### src/rtl/core/oal_pkg.sv
package oal_pkg;

    localparam int POS_W = 8;
    localparam int KEY_W = 32;
    localparam int PAY_W = 64;
    localparam int FPOS_W = 7;
    localparam int OCC_W = 8;

    localparam logic [1:0] KIND_INSERT = 2'd0;
    localparam logic [1:0] KIND_REMOVE = 2'd1;
    localparam logic [1:0] KIND_SEARCH = 2'd2;

    localparam logic [1:0] ST_OK    = 2'd0;
    localparam logic [1:0] ST_FULL  = 2'd1;
    localparam logic [1:0] ST_RANGE = 2'd2;
    localparam logic [1:0] ST_MISS  = 2'd3;

    typedef enum logic [1:0] {
        OP_HOLD,
        OP_INSERT,
        OP_REMOVE
    } op_t;

    typedef enum logic {
        S_IDLE,
        S_SEARCH
    } state_t;

    typedef struct packed {
        op_t              op;
        logic [POS_W-1:0] position;
        logic [KEY_W-1:0] key;
        logic [PAY_W-1:0] payload;
    } cell_cmd_t;

    typedef struct packed {
        logic             active;
        logic             found;
        logic [PAY_W-1:0] payload;
    } token_t;

    typedef struct packed {
        logic [1:0]        status;
        logic [FPOS_W-1:0] found_position;
        logic [PAY_W-1:0]  found_payload;
        logic [OCC_W-1:0]  occupancy;
    } result_t;

endpackage

### src/rtl/core/oal_cell.sv
module oal_cell import oal_pkg::*; #(
    parameter int CNT_W = 8,
    parameter int IDX_W = 7,
    parameter int INDEX = 0
) (
    input  logic             aclk,
    input  logic             aresetn,
    input  cell_cmd_t        cmd,
    input  logic [CNT_W-1:0] count,
    input  logic [KEY_W-1:0] query_key,
    input  logic [KEY_W-1:0] left_key,
    input  logic [PAY_W-1:0] left_payload,
    input  logic [KEY_W-1:0] right_key,
    input  logic [PAY_W-1:0] right_payload,
    input  token_t           tok_in,
    input  logic [IDX_W-1:0] tok_pos_in,
    output logic [KEY_W-1:0] key,
    output logic [PAY_W-1:0] payload,
    output token_t           tok_out,
    output logic [IDX_W-1:0] tok_pos_out
);

    localparam int CMP_W = (CNT_W > POS_W) ? CNT_W : POS_W;

    logic [KEY_W-1:0] key_reg, key_next;
    logic [PAY_W-1:0] payload_reg, payload_next;
    logic             active_reg;
    logic             found_reg, found_next;
    logic [PAY_W-1:0] tpay_reg, tpay_next;
    logic [IDX_W-1:0] tpos_reg, tpos_next;

    logic [CMP_W-1:0] idx;
    logic [CMP_W-1:0] pos_ext;
    logic [CMP_W-1:0] cnt_ext;
    logic             hit;

    assign idx     = CMP_W'(INDEX);
    assign pos_ext = CMP_W'(cmd.position);
    assign cnt_ext = CMP_W'(count);
    assign hit     = tok_in.active && !tok_in.found && (idx < cnt_ext) && (key_reg == query_key);

    always_comb begin
        key_next     = key_reg;
        payload_next = payload_reg;
        case (cmd.op)
            OP_INSERT: begin
                if (idx > pos_ext) begin
                    key_next     = left_key;
                    payload_next = left_payload;
                end else if (idx == pos_ext) begin
                    key_next     = cmd.key;
                    payload_next = cmd.payload;
                end
            end
            OP_REMOVE: begin
                if (idx >= pos_ext) begin
                    key_next     = right_key;
                    payload_next = right_payload;
                end
            end
            default: begin
            end
        endcase
    end

    always_comb begin
        found_next = tok_in.found;
        tpay_next  = tok_in.payload;
        tpos_next  = tok_pos_in;
        if (hit) begin
            found_next = 1'b1;
            tpay_next  = payload_reg;
            tpos_next  = IDX_W'(INDEX);
        end
    end

    always_ff @(posedge aclk) begin
        if (!aresetn) begin
            active_reg <= 1'b0;
        end else begin
            active_reg <= tok_in.active;
        end
    end

    always_ff @(posedge aclk) begin
        key_reg     <= key_next;
        payload_reg <= payload_next;
        found_reg   <= found_next;
        tpay_reg    <= tpay_next;
        tpos_reg    <= tpos_next;
    end

    assign key                 = key_reg;
    assign payload             = payload_reg;
    assign tok_out.active      = active_reg;
    assign tok_out.found       = found_reg;
    assign tok_out.payload     = tpay_reg;
    assign tok_pos_out         = tpos_reg;

endmodule

### config.mk
export PLATFORM = sky130hd
export DESIGN_NAME = oal_cell
export DESIGN_NICKNAME = d
export VERILOG_FILES = /design/src/rtl/core/oal_pkg.sv /design/src/rtl/core/oal_cell.sv
export SDC_FILE = /design/constraint.sdc
export NUM_CORES = 1
export LEC_CHECK = 0
export BUFFER_PORTS_ARGS = -buffer_cell sky130_fd_sc_hd__buf_2
export CORE_AREA = 5 5 225 227
export CTS_CLUSTER_SIZE = 40
export DETAILED_ROUTE_END_ITERATION = 16
export DIE_AREA = 0 0 230 232
export GPL_ROUTABILITY_DRIVEN = 0
export PLACE_DENSITY_LB_ADDON = 0.15
export SKIP_CTS_REPAIR_TIMING = 1
export SLEW_MARGIN = 5
export SYNTH_ARGS = -nofsm -noshare
export SYNTH_HDL_FRONTEND = slang
export SYNTH_SLANG_ARGS = --single-unit
### constraint.sdc
create_clock -name aclk -period 7.05 [get_ports aclk]
set_input_delay 1.41 -clock aclk [delete_from_list [all_inputs] [get_ports aclk]]
set_output_delay 1.41 -clock aclk [all_outputs]
set_load 0.02 [all_outputs]
==> results.py <==
metrics = {
    "logic_synthesis": {
        "synthMuxAreaShare_pct": 29.0,
        "synthSimpleGateAreaFrac_pct": 2.69,
        "synth_nets": 823,
        "netlist_instances": 410,
        "synth_compound_area_share_pct": 0,
        "syn_area_mm2": 0.00698,
        "yosys_warnings": 0,
        "synthAdderAreaFrac_pct": 0,
        "synth_top_family_by_area": "multiplexers",
        "ys_types": 21,
        "ys_seq_elements": 169,
        "synth-xor-area-share_pct": 4.14,
        "syn_avg_cell_area_um2": 17.0,
        "synth_seq_area_share_pct": 62.2,
    },
    "grt": {
        "grt_use_met1_pct": 9.98,
        "grt.overflow.total": 0,
        "use_met3_pct": 4.21,
        "grt_max_degree": 53,
        "grt_pass1_vias": 5568,
        "grt.total_usage_pct": 9.29,
        "grt_use_met2_pct": 16.1,
        "grt_antenna_before_repair": 2,
        "grt_busiest_layer": "met2",
        "grt_pass1_wl_mm": 35.7,
    },
    "sta": {
        "rsz0062_at_grt": "false",
        "report.final.hold_viol_count": 0,
        "worstMarginPinSlew_ps": 798,
        "min_period_over_period_pct": 46.2,
        "finalSetupTns_ps": 0,
        "finalCriticalPeriod_ps": 3260,
        "setup_viol": 0,
        "finalMaxSlewViolations": 0,
        "timing.slew.headroom_pct": 46.8,
        "fmax_mhz": 307,
        "finClkSkew_ps": 12.5,
    },
    "route": {
        "via_count": 5146,
        "drc": 0,
        "routed_wl_mm": 25.6,
        "firstDrtPassIters": 4,
        "avgRoutedWirePerCell_um": 16.7,
        "drt.antenna.violating_nets": 0,
        "via_per_inst": 3.35,
        "drt-initial-drc-count": 109,
    },
    "critical_path": {
        "crit_path_start_kind": "primary input",
        "cp_data_arrival_time_ps": 3360,
        "critPathRequiredTime_ps": 7150,
        "path_class": "in -> reg",
        "critPathMaxFanout": 52,
        "cp-end-kind": "flop",
    },
    "floorplan": {
        "core_mm2": 0.0484,
        "die_h_um": 232,
        "die_area_mm2": 0.0534,
        "rows": 81,
        "initial_core_util_pct": 14.4,
        "io_pins": 582,
        "die_x_um": 230,
    },
    "placement": {
        "port-buffer-count": 485,
        "hpwl_mm": 20.3,
    },
    "min_path": {
        "hp-class": "reg -> reg",
    },
    "power": {
        "total_power_mw": 2.28,
        "irDropWorstVdd_v": 0.000145,
        "powerDensity_mw_per_mm2": 213,
        "leakage_nw": 4.68,
    },
    "cells_and_area": {
        "nFillCells": 5275,
        "drive_gt1_share_pct": 75.1,
        "nets": 1312,
        "area_growth_syn_to_layout_pct": 53.3,
    },
    "outcome": {
        "status": "complete, no violations",
    },
    "clocking": {
        "tritoncts": "built",
        "clk_path_buf_depth": 2,
        "worstSkewPairLatency_ps": 470,
        "cts_buffers": 17,
        "cts.sinks": 169,
        "clockRootBuffer": "clkbuf_16",
        "htreeDepth": 4,
        "path_clk_slew_ps": 60,
    },
    "job": {
        "max_cap_violations": 0,
    },
}
[placed cells by master, fill, tap and decap left out, drive strengths merged, types with 2 or more instances in the layout]
cell	instances
xnor2	5
dfxtp	73
nor4	11
nand4	2
clkbuf	22
buf	490
nor2b	8
inv	6
clkinv	4
diode	2
mux2	160
edfxtp	96
xor2	28
[report_power, final]
group	internal (mW)	switching, mW
logic	0.145	0.103
clock network	0.528	0.435
registers	1.07	0.00564
[cells in the mapped netlist]
cell type | n | area, µm²
buf_1 | 5 | 18.8
nand3_1 | 1 | 5.00
or2_2 | 1 | 6.26
nor4_1 | 10 | 62.6
edfxtp_1 | 96 | 2880
mux2_2 | 100 | 1130
xor2_1 | 28 | 245
nand2_1 | 1 | 3.75
nand4_1 | 2 | 12.5
nor4_4 | 1 | 21.3
mux2_4 | 60 | 901
dfxtp_1 | 73 | 1460
nor2b_1 | 8 | 50.1
and3_1 | 1 | 6.26
buf_4 | 2 | 15.0
xnor2_1 | 5 | 43.8
buf_6 | 7 | 78.8
and2_1 | 1 | 6.26
nand4b_1 | 1 | 8.76
nor3_1 | 1 | 5.00
clkbuf_1 | 6 | 22.5
[critical path: stages]
cell and delay [ps]:
buf_2 100, nor4_1 260, and3_4 680, buf_4 730
[worst paths after layout]
path	from	endpoint	slack, ps	depth (start not counted)
hold reg to reg	payload[48]$_DFFE_PP_	tpay_reg[48]$_DFF_P_	500	1
hold / removal	payload[48]$_DFFE_PP_	tpay_reg[48]$_DFF_P_	500	1
setup reg to reg	key[27]$_DFFE_PP_	tpay_reg[61]$_DFF_P_	4470	6
setup / recovery	cmd[103]	payload[48]$_DFFE_PP_	3790	4
[per-stage QoR]
| stage | utilization (%) | instance area, µm² | cells | hold slack (ps) | setup WS, ps |
|---|---|---|---|---|---|
| after floorplan | - | 6980 | 410 | 641 | 2640 |
| after global placement | 20.9 | 10100 | 1502 | 479 | 3200 |
| after CTS | 22.1 | 10700 | 1534 | 500 | 3770 |
| final | 22.1 | 10700 | 1536 | 496 | 3790 |
| after global routing | 22.1 | 10700 | 1535 | 518 | 3620 |
| after detailed placement | 20.9 | 10100 | 1502 | 483 | 3210 |
[logic make-up after synthesis]
logic type    count (synthesis)
buf+inv                      20
simple gates                 28
xor+xnor                     33
flops                       169
mux                         160
[cell type report]
| type | instances | area (µm²) | share of cell area (%) |
|---|---|---|---|
| clock inverters | 10 | 75.1 | 0.702 |
| clock buffers | 22 | 518 | 4.84 |
| diodes | 2 | 5.00 | 0.0468 |
| well taps | 622 | 778 | 7.27 |
| repair buffers | 490 | 2460 | 23.0 |
| multi-input cells | 221 | 2520 | 23.5 |
| flip-flops and latches | 169 | 4340 | 40.6 |
[layer usage]
layer	wire length [µm]	up-vias
met1	9730	2383
met5	0	-
met2	13300	241
met4	400	0
met3	2210	18
li1	-	2504
Note: power is estimated with default switching activity, not from simulation.
